<file path="config.mk">
export PLATFORM = sky130hd
export DESIGN_NAME = pair_rle_varint_decoder_flat
export DESIGN_NICKNAME = d
export VERILOG_FILES = /design/src/hdl/prd_pkg.sv /design/src/hdl/prd_if.sv /design/src/hdl/prd_step.sv /design/src/hdl/pair_rle_varint_decoder.sv /design/src/flat_wrapper.sv
export SDC_FILE = /design/constraint.sdc
export NUM_CORES = 1
export LEC_CHECK = 0
export BUFFER_PORTS_ARGS = -buffer_cell sky130_fd_sc_hd__buf_2
export CAP_MARGIN = 40
export CELL_PAD_IN_SITES_DETAIL_PLACEMENT = 0
export CELL_PAD_IN_SITES_GLOBAL_PLACEMENT = 1
export CORE_UTILIZATION = 41
export DETAILED_ROUTE_END_ITERATION = 16
export GPL_TIMING_DRIVEN = 0
export MAX_ROUTING_LAYER = met4
export PLACE_DENSITY = 0.75
export SLEW_MARGIN = 20
export SYNTH_ARGS = -nofsm -noshare
export SYNTH_HDL_FRONTEND = slang
export SYNTH_SLANG_ARGS = --single-unit
export TNS_END_PERCENT = 30
</file>
<file path="constraint.sdc">
create_clock -name clk_i -period 3.1 [get_ports clk_i]
set_input_delay 0.465 -clock clk_i [delete_from_list [all_inputs] [get_ports clk_i]]
set_output_delay 0.465 -clock clk_i [all_outputs]
set_load 0.03 [all_outputs]
</file>
<file path="src/hdl/prd_pkg.sv">
// Package for the pair-escaped run-length decoder.
// Holds the count width, the decoder state and result types.
// Depends on nothing.
`timescale 1ns / 1ps

package prd_pkg;

  // Width of the run count; equal to the width of repeat_res.
  localparam int COUNT_BITS   = 32;
  localparam int GROUP_BITS   = 7;
  // Count groups that land at least partly inside the count.
  localparam int COUNT_GROUPS = (COUNT_BITS + GROUP_BITS - 1) / GROUP_BITS;
  localparam int GROUP_IDX_W  = $clog2(COUNT_GROUPS + 1);

  localparam logic [7:0] GROUP_MASK = 8'h7F;
  localparam logic [7:0] MORE_FLAG  = 8'h80;

  typedef struct packed {
    logic [7:0]             last_value;
    logic                   last_valid;
    logic                   reading_count;
    logic [COUNT_BITS-1:0]  count_accum;
    logic [GROUP_IDX_W-1:0] group_index;
    logic                   overflow_seen;
  } dec_state_t;

  typedef struct packed {
    logic        valid;
    logic [7:0]  value;
    logic [31:0] repeat_res;
    logic        count_overflow;
  } dec_result_t;

endpackage

</file>
<file path="src/hdl/prd_if.sv">
// Valid/ready channel interfaces for the decoder's input and result streams.
// Depends on nothing.
`timescale 1ns / 1ps

interface prd_in_if;
  logic       valid;
  logic       ready;
  logic [7:0] code_byte;
  logic       restart;

  modport source (output valid, output code_byte, output restart, input ready);
  modport sink   (input valid, input code_byte, input restart, output ready);
endinterface

interface prd_out_if;
  logic        valid;
  logic        ready;
  logic [7:0]  value;
  logic [31:0] repeat_res;
  logic        count_overflow;

  modport source (output valid, output value, output repeat_res, output count_overflow,
                  input ready);
  modport sink   (input valid, input value, input repeat_res, input count_overflow,
                  output ready);
endinterface

</file>
<file path="src/hdl/prd_step.sv">
// Next-state and result logic for one compressed byte.
// Depends on prd_pkg.
`timescale 1ns / 1ps

module prd_step
  import prd_pkg::*;
(
  input  dec_state_t  state_i,
  input  logic [7:0]  code_byte_i,
  input  logic        restart_i,
  output dec_state_t  state_o,
  output dec_result_t result_o
);

  dec_state_t                  st;
  logic [GROUP_BITS-1:0]       grp;
  logic [COUNT_BITS+GROUP_BITS-1:0] shifted;
  logic                        in_range;
  logic [COUNT_BITS-1:0]       acc_new;
  logic                        ovf_new;
  logic                        pair;

  always_comb begin
    st       = restart_i ? '0 : state_i;
    grp      = code_byte_i[GROUP_BITS-1:0] & GROUP_MASK[GROUP_BITS-1:0];
    in_range = (st.group_index < GROUP_IDX_W'(COUNT_GROUPS));
    shifted  = {{COUNT_BITS{1'b0}}, grp} << (GROUP_BITS * int'(st.group_index));
    if (in_range) begin
      acc_new = st.count_accum | shifted[COUNT_BITS-1:0];
      ovf_new = st.overflow_seen | (|shifted[COUNT_BITS+GROUP_BITS-1:COUNT_BITS]);
    end else begin
      acc_new = st.count_accum;
      ovf_new = 1'b1;
    end
    pair     = st.last_valid && (st.last_value == code_byte_i);

    state_o  = st;
    result_o = '0;

    if (st.reading_count) begin
      if ((code_byte_i & MORE_FLAG) != 8'h00) begin
        // More groups follow: accumulate, saturate the index
        state_o.count_accum   = acc_new;
        state_o.overflow_seen = ovf_new;
        if (in_range) begin
          state_o.group_index = st.group_index + GROUP_IDX_W'(1);
        end
      end else begin
        state_o.reading_count = 1'b0;
        state_o.count_accum   = '0;
        state_o.group_index   = '0;
        state_o.overflow_seen = 1'b0;
        // Zero count: drop, keep the pair value valid
        if (acc_new != '0) begin
          result_o.valid          = 1'b1;
          result_o.value          = st.last_value;
          result_o.repeat_res     = acc_new;
          result_o.count_overflow = ovf_new;
          state_o.last_valid      = 1'b0;
          state_o.last_value      = '0;
        end
      end
    end else begin
      state_o.reading_count   = pair;
      state_o.count_accum     = '0;
      state_o.group_index     = '0;
      state_o.overflow_seen   = 1'b0;
      state_o.last_value      = code_byte_i;
      state_o.last_valid      = 1'b1;
      result_o.valid          = 1'b1;
      result_o.value          = code_byte_i;
      result_o.repeat_res     = 32'd1;
      result_o.count_overflow = 1'b0;
    end
  end

endmodule

</file>
<file path="src/hdl/pair_rle_varint_decoder.sv">
// Top level of the pair-escaped run-length decoder with base-128 counts.
// Depends on prd_pkg, prd_in_if, prd_out_if and prd_step.
//
// Usage:
//   in_i takes one compressed byte per transaction, with a restart flag that
//   clears all decoder state before that byte is decoded. out_o gives at most
//   one result per byte: a literal (repeat_res 1) or a run (value, count and
//   an overflow flag when count bits were dropped). Of the count bytes only the
//   final one can give a result, and runs of zero length give no result.
//   A byte accepted on in_i passes the input register and then the result
//   register before its result appears on out_o.
//   Throughput: one byte per cycle while the receiver takes results; the
//   decoder state loop through prd_step is combinational.
//   When the receiver stalls, the result register holds and the input
//   register fills; in_i.ready drops once both are occupied and rises again
//   in the cycle the result is taken.
//   Reset clears the decoder state and both valid flags; no item is lost
//   or duplicated across a stall.
`timescale 1ns / 1ps

module pair_rle_varint_decoder
  import prd_pkg::*;
(
  input  logic       clk_i,
  input  logic       rst_ni,
  prd_in_if.sink     in_i,
  prd_out_if.source  out_o
);

  logic        s1_valid_q;
  logic [7:0]  s1_byte_q;
  logic        s1_restart_q;
  dec_state_t  state_q, state_d;
  dec_result_t step_res;
  logic        out_valid_q;
  logic [7:0]  out_value_q;
  logic [31:0] out_repeat_q;
  logic        out_ovf_q;
  logic        out_free;
  logic        s1_fire;
  logic        s1_ready;

  assign out_free  = !out_valid_q || out_o.ready;
  assign s1_fire   = s1_valid_q && out_free;
  assign s1_ready  = !s1_valid_q || out_free;
  assign in_i.ready = s1_ready;

  prd_step u_step (
    .state_i     (state_q),
    .code_byte_i (s1_byte_q),
    .restart_i   (s1_restart_q),
    .state_o     (state_d),
    .result_o    (step_res)
  );

  // Input register
  always_ff @(posedge clk_i or negedge rst_ni) begin
    if (!rst_ni) begin
      s1_valid_q <= 1'b0;
    end else if (s1_ready) begin
      s1_valid_q <= in_i.valid;
    end
  end

  always_ff @(posedge clk_i) begin
    if (s1_ready && in_i.valid) begin
      s1_byte_q    <= in_i.code_byte;
      s1_restart_q <= in_i.restart;
    end
  end

  // Decoder state advances once per decoded byte
  always_ff @(posedge clk_i or negedge rst_ni) begin
    if (!rst_ni) begin
      state_q <= '0;
    end else if (s1_fire) begin
      state_q <= state_d;
    end
  end

  // Result register
  always_ff @(posedge clk_i or negedge rst_ni) begin
    if (!rst_ni) begin
      out_valid_q <= 1'b0;
    end else if (out_free) begin
      out_valid_q <= s1_fire && step_res.valid;
    end
  end

  always_ff @(posedge clk_i) begin
    if (s1_fire && step_res.valid) begin
      out_value_q  <= step_res.value;
      out_repeat_q <= step_res.repeat_res;
      out_ovf_q    <= step_res.count_overflow;
    end
  end

  assign out_o.valid          = out_valid_q;
  assign out_o.value          = out_value_q;
  assign out_o.repeat_res     = out_repeat_q;
  assign out_o.count_overflow = out_ovf_q;

  // A result never carries a zero count
  a_nonzero_repeat: assert property (@(posedge clk_i) disable iff (!rst_ni)
    out_valid_q |-> (out_repeat_q != 32'd0))
    else $error("result with zero repeat count");

  // Outside a count the accumulator is empty
  a_idle_accum: assert property (@(posedge clk_i) disable iff (!rst_ni)
    !state_q.reading_count |-> (state_q.count_accum == '0 && state_q.group_index == '0
                                && !state_q.overflow_seen))
    else $error("count state left over outside a count");

  // A literal result never flags overflow
  a_literal_clean: assert property (@(posedge clk_i) disable iff (!rst_ni)
    (s1_fire && step_res.valid && (s1_restart_q || !state_q.reading_count))
    |-> (!step_res.count_overflow && step_res.repeat_res == 32'd1))
    else $error("literal result with overflow flag");

  // A stalled byte holds in the input register
  a_s1_hold: assert property (@(posedge clk_i) disable iff (!rst_ni)
    (s1_valid_q && !out_free) |=> (s1_valid_q && $stable(s1_byte_q)))
    else $error("input register changed while stalled");

  // While reading a count no pair may be pending release of last_valid
  a_reading_needs_value: assert property (@(posedge clk_i) disable iff (!rst_ni)
    state_q.reading_count |-> state_q.last_valid)
    else $error("count read without a pair value");

endmodule
</file>
<file path="src/flat_wrapper.sv">
// flat-port wrapper written by rule: the top's interface ports become plain ports
module pair_rle_varint_decoder_flat import prd_pkg::*;
  (clk_i, rst_ni, in_i_valid, in_i_code_byte, in_i_restart, in_i_ready, out_o_valid, out_o_value, out_o_repeat_res, out_o_count_overflow, out_o_ready);
  prd_in_if in_i_i ();
  prd_out_if out_o_i ();
  input  logic clk_i;
  input  logic rst_ni;
  input wire logic [$bits(in_i_i.valid)-1:0] in_i_valid;
  input wire logic [$bits(in_i_i.code_byte)-1:0] in_i_code_byte;
  input wire logic [$bits(in_i_i.restart)-1:0] in_i_restart;
  output wire logic [$bits(in_i_i.ready)-1:0] in_i_ready;
  output wire logic [$bits(out_o_i.valid)-1:0] out_o_valid;
  output wire logic [$bits(out_o_i.value)-1:0] out_o_value;
  output wire logic [$bits(out_o_i.repeat_res)-1:0] out_o_repeat_res;
  output wire logic [$bits(out_o_i.count_overflow)-1:0] out_o_count_overflow;
  input wire logic [$bits(out_o_i.ready)-1:0] out_o_ready;
  assign in_i_i.valid = in_i_valid;
  assign in_i_i.code_byte = in_i_code_byte;
  assign in_i_i.restart = in_i_restart;
  assign in_i_ready = in_i_i.ready;
  assign out_o_valid = out_o_i.valid;
  assign out_o_value = out_o_i.value;
  assign out_o_repeat_res = out_o_i.repeat_res;
  assign out_o_count_overflow = out_o_i.count_overflow;
  assign out_o_i.ready = out_o_ready;
  pair_rle_varint_decoder u_core (.clk_i(clk_i), .rst_ni(rst_ni), .in_i(in_i_i), .out_o(out_o_i));
endmodule
</file>
# Yosys cells after proc, flatten, opt, wreduce, memory -nomap -nowiden
# Cells that the tools add are included.
# word_totals
reg_bits	98
input_bits	13
output_inout_bits	43
wordCells	45
# op_classes
add_sub_neg	1
n_mul	1
n_lt_le_gt_ge	1
n_eq_ne	1
shift	1
n_mux	11
n_bitwise	4
reduce_logical	11
# ops
operator	n
42-bit two-way mux	3
46-bit two-way mux	2
7-bit by 6-bit left shift with 39-bit output	1
36-bit two-way mux	1
32-bit two-way mux	1
32-bit bitwise OR	1
32-bit nonzero test	1
10-bit two-way mux	1
9-bit two-way mux	1
8-bit == test	1
7-bit OR reduction	1
3-bit by 3-bit multiplier with 6-bit output, first input constant	1
1-bit logical AND	4
3-bit by 1-bit adder with 3-bit output, second input constant	1
3-bit less-than comparator, second input constant	1
3-bit two-way mux	1
3-bit OR reduction	1
1-bit zero test	2
1-bit logical OR	2
1-bit NOT	2
1-bit two-way mux	1
1-bit bitwise OR	1

# Logic depth before layout (Yosys ltp)
# depth
depth_word	10
mapped_depth	10
depth_no_buf	6

# Modules after synthesis
# A second synthesis with hierarchy kept.
# hier_totals
cells_unflattened	393
area_unflattened_um2	4750.8
# by_module_without_submodules
module	n_inst	cells_per_inst	area_each_um2
pair_rle_varint_decoder	1	157	3474.6
prd_step	1	236	1276.2

# Least setup slack after synthesis
# No wires, ideal clock.
# synth_path
kind	reg2reg
from	register u_core.state_q[2] (netlist bit)
to	register u_core.out_ovf_q (netlist: u_core.out_o.count_overflow) (enable)
setup_ps	400
t_arrival_ps	2800
required_time_ps	2700
slack_ps	-100
path_stages_with_launch	8
cell_sequence	dfrtp_1 > buf_6 > nor3_1 > a21oi_1 > and2_1 > and4b_1 > a211oi_2 > or2_1
# synth_between
elab_chain_cells	10
word_cells_on_any_way	11
classes_between	mul: 1; order compare: 1; shift: 1; mux: 5; bitwise: 1; reduce/logical: 2
# synth_rtl
element	line	rtl
start, declared	pair_rle_varint_decoder.sv:33	dec_state_t state_q, state_d;
start signal, assigned	pair_rle_varint_decoder.sv:77	state_q <= state_d;
46-bit two-way mux *	prd_step.sv:24	st = restart_i ? '0 : state_i;
3-bit by 3-bit multiplier with 6-bit output	prd_step.sv:27	shifted = {{COUNT_BITS{1'b0}}, grp} << (GROUP_BITS * int'(st.group_index));
7-bit by 6-bit left shift with 39-bit output	prd_step.sv:27	
32-bit bitwise OR	prd_step.sv:29	acc_new = st.count_accum | shifted[COUNT_BITS-1:0];
32-bit two-way mux *	prd_step.sv:28	if (in_range) begin
32-bit nonzero test *	prd_step.sv:54	if (acc_new != '0) begin
42-bit two-way mux *	prd_step.sv:54	
42-bit two-way mux *	prd_step.sv:41	if ((code_byte_i & MORE_FLAG) != 8'h00) begin
42-bit two-way mux *	prd_step.sv:40	if (st.reading_count) begin
1-bit logical AND *	pair_rle_varint_decoder.sv:91	if (s1_fire && step_res.valid) begin
end signal, assigned	pair_rle_varint_decoder.sv:94	out_ovf_q <= step_res.count_overflow;
end, declared	pair_rle_varint_decoder.sv:38	logic out_ovf_q;
# Every way passes the cells marked *; elsewhere a longest branch is shown, timed or not.
# A chain may end at the register's enable or synchronous reset.

# Worst setup path in the final report
# layout_path
from	register u_core.s1_byte_q[5]
to	register u_core.out_repeat_q[22] (netlist: u_core.out_o.repeat_res[22]) (enable)
# layout_between
elab_chain_cells	8
# layout_rtl
element	line	rtl
start, declared	pair_rle_varint_decoder.sv:31	logic [7:0] s1_byte_q;
start signal, assigned	pair_rle_varint_decoder.sv:67	s1_byte_q <= in_i.code_byte;
7-bit by 6-bit left shift with 39-bit output	prd_step.sv:27	
32-bit bitwise OR	prd_step.sv:29	
32-bit two-way mux	prd_step.sv:28	
32-bit nonzero test	prd_step.sv:54	
42-bit two-way mux	prd_step.sv:54	
42-bit two-way mux	prd_step.sv:41	
42-bit two-way mux	prd_step.sv:40	
1-bit logical AND	pair_rle_varint_decoder.sv:91	
end signal, assigned	pair_rle_varint_decoder.sv:93	out_repeat_q <= step_res.repeat_res;
end, declared	pair_rle_varint_decoder.sv:37	logic [31:0] out_repeat_q;
# Every way passes these cells.

==> out/qor_table.md <==
| Result | Value |
|---|---|
| Number of antenna violations at the first check in global routing | 0 |
| Clock tree from TritonCTS | yes |
| Distinct cell type count of the synthesized netlist | 53 |
| Critical path fanouts, max | 24 |
| Number of max-cap violations | 0 |
| Post-synth top flop | sky130_fd_sc_hd__edfxtp_1 |
| F_max | 0.355 GHz |
| Unrepaired setup endpoints after global routing | no |
| Clock transition at the registers of the reported paths | 0.09 ns |
| Number of nets still failing antenna checks after routing | 0 |
| Global-route wire length before repair | 19000 um |
| Kind of start point of the critical path | flop |
| Number of global-route vias before repair | 3473 |
| H-Tree Level Count | 3 |
| Register bit total from synthesis | 98 |
| Power, Total | 2.72 mW |
| DP Area | 5080 um^2 |
| Critical path type | reg -> reg |
| Fin nets | 511 |
| Areal power density over the cells | 511 nW/um^2 |
| CTS sink cnt | 98 |
| Top cell types by occurrence after synthesis | 56 x sky130_fd_sc_hd__nand2_1, 50 x sky130_fd_sc_hd__edfxtp_1, 48 x sky130_fd_sc_hd__dfrtp_1, 48 x sky130_fd_sc_hd__o21ai_0, 38 x sky130_fd_sc_hd__nor2_1 |
| Clock network latency to the later pin of the worst-skew pair | 0.38 ns |
| Kind of end point of the critical path | flop |
| WL/cell | 18.8 um |
| Filler cell count | 1044 |
| Detailed Route Iter0 Violations | 191 |
| Die height | 108 um |
| Die extent in x | 108 um |
| Synth top area cells | sky130_fd_sc_hd__edfxtp_1 33%, sky130_fd_sc_hd__dfrtp_1 26%, sky130_fd_sc_hd__o21ai_0 5.2% |
| Total number of vias | 3624 |
| Final design instance area without fill | 5320 um^2 |
| Die Area | 11700 um^2 |
| Count of yosys warnings during synthesis | 0 |
| Setup slack after placement | -0.363 ns |
| Ant. Diodes | 0 |
| Final count of negative-setup-slack endpoints | 0 |
| WP data required | 3.24 ns |
| Area share of the leading cell type in the synthesized netlist | 0.326 |
| Proportion of register bits with asynchronous set or reset after synthesis | 0.490 |
| Run status | complete, no violations |
| Final wirelength | 12100 um |
| PnR worst setup slack | 0.280 ns |
| Clock buffers created by TritonCTS | 9 |
| Aggregate global routing overflow | 0 |
| Leakage power total | 2.11 nW |
| Measured slew at the worst slew-check pin | 0.705 ns |
| Post-detailed-route DRC marker count | 0 |
| Share of the cycle needed by the critical path after routing | 0.910 |
| Time the worst path needs with I/O delays and setup | 2.82 ns |
| Peak supply drop | 0.000233 V |
| Clk Tree Root Cell | sky130_fd_sc_hd__clkbuf_8 |
| Share of the core filled with cells in the final layout | 0.488 |
| Hpwl dp | 8390 um |
| Netlist Area Pre-Place | 4600 um^2 |
| Count of pins over their slew limit | 0 |
| Cell type with the highest aggregate area in the netlist | sky130_fd_sc_hd__edfxtp_1 |
| Count of boundary I/O pins | 56 |
| Layout area overhead | 15.6% |
| Total iterations of the first detailed-routing run | 4 |
| Routability congestion estimate | 0.886 |
| Number of nets produced by synthesis | 440 |
| Top-count cell post-synth | sky130_fd_sc_hd__nand2_1 |
| Start of the worst register-to-register path | u_core.s1_byte_q[5]$_DFFE_PP_ |
| Maximum root-to-sink buffer count | 2 |
| Port-buffer cells | 55 |
| Core region area | 10900 um^2 |
| Mean cell area of the mapped netlist | 10.8 um^2 |
| Number of placement rows | 38 |
| Global routing usage summed across all routing layers | 0.227 |
| Hold buffer count at cts | 0 |
| Path type of the worst min-delay path | in -> async |
| Fraction of final layout cells sized beyond drive strength 1 | 0.227 |
| Final number of hold-violating endpoints | 0 |
| Largest net degree at the start of global routing | 49 |
| Initial standard-cell utilization of the core | 0.423 |
| Synthesized instance count | 427 |
| Data arrival at the endpoint of the critical path | 2.96 ns |
| Clock Skew | 0.00767 ns |
| Sequential share of the synthesized area | 0.587 |
| Routed via count divided by cell count | 5.64 |
| Worst slew margin | 0.530 |
| Setup crit start | u_core.s1_byte_q[5]$_DFFE_PP_ |
| EDFF count, synth | 50 |
[flip-flops by register name, indices dropped and copies added (netlist names)]
signal / cells
u_core.s1_restart_q: 1
u_core.out_o.repeat_res: 32
u_core.s1_valid_q: 1
u_core.out_o.valid: 1
u_core.out_o.count_overflow: 1
u_core.out_o.value: 8
u_core.s1_byte_q: 8
u_core.state_q: 46
[layer usage]
metal | routed length, um | up-vias | part of all wire | track usage
met5 | 0 | - | 0 | -
met4 | 274 | 0 | 0.023 | 0.0959
met3 | 615 | 22 | 0.051 | 0.0344
met2 | 5780 | 108 | 0.48 | 0.354
met1 | 5420 | 1795 | 0.45 | 0.296
li1 | - | 1699 | - | -
[what timing repair did]
item / in CTS / in global routing
gates resized for setup: 4 / 1
pin swaps: 0 / 1
endpoints found under the setup margin: 41 / 41
setup buffers: 1 / 3
[cells in the final DEF, fill, tap and decap left out, types with 21 or more instances in the layout]
master	n
sky130_fd_sc_hd__nor2_1	38
sky130_fd_sc_hd__dfrtp_1	48
sky130_fd_sc_hd__o21ai_0	48
sky130_fd_sc_hd__nand2_1	56
sky130_fd_sc_hd__a21oi_1	21
sky130_fd_sc_hd__buf_2	61
sky130_fd_sc_hd__edfxtp_1	50
sky130_fd_sc_hd__clkbuf_1	22
[power breakdown]
part           switching, mW  internal [mW]
combinational          0.311          0.127
sequential            0.0347           1.46
clock                  0.442          0.339
total                  0.788           1.93
[final cells by class]
type,instances,area [um^2],share of cell area
Clock buffer,16,170,0.0320
Tap cell,140,175,0.0329
Timing Repair Buffer,60,348,0.0654
Multi-Input combinational cell,285,1700,0.320
Buffer,33,179,0.0336
Sequential cell,98,2700,0.508
Inverter,11,41.3,0.00776
[critical path, stage by stage (launching register included)]
cell	delay (ns)
sky130_fd_sc_hd__edfxtp_1	0.46
sky130_fd_sc_hd__clkbuf_1	0.31
sky130_fd_sc_hd__mux2_2	0.35
sky130_fd_sc_hd__a21oi_1	0.22
sky130_fd_sc_hd__o211ai_1	0.19
sky130_fd_sc_hd__nor4_2	0.40
sky130_fd_sc_hd__a211oi_4	0.16
sky130_fd_sc_hd__or2_4	0.30
sky130_fd_sc_hd__buf_16	0.18
[stage by stage]
step | hold WS [ns] | setup TNS [ns] | std cells
final | 0.0974 | 0 | 643
after CTS | 0.133 | 0 | 640
after detailed placement | 0.462 | -11.59 | 623
after floorplan | 0.169 | 0 | 427
after global routing | 0.163 | 0 | 643
after global placement | 0.458 | -21.06 | 622
[path summary, 6_finish.rpt]
check,endpoint,slack (ns),cells past startpoint
max,u_core.out_o.repeat_res[22]$_SDFFCE_PP0P_,0.28,8
min,u_core.state_q[28]$_DFFE_PN0P_,0.1,1
max reg2reg,u_core.out_o.repeat_res[22]$_SDFFCE_PP0P_,0.28,8
min reg2reg,u_core.state_q[35]$_DFFE_PN0P_,0.48,2
max in group asynchronous,u_core.state_q[19]$_DFFE_PN0P_,2.55,1
min in group clk_i,u_core.s1_byte_q[0]$_DFFE_PP_,0.25,1
[cells by family after synthesis]
kind of cell / synth area share
and+or+nand+nor: 0.193
AOI/OAI and AO/OA: 0.158
DFF: 0.587
buffers and inverters: 0.0476
xor gates and xnor gates: 0.00952
muxes: 0.00489
(Power assumes the default switching activity.)
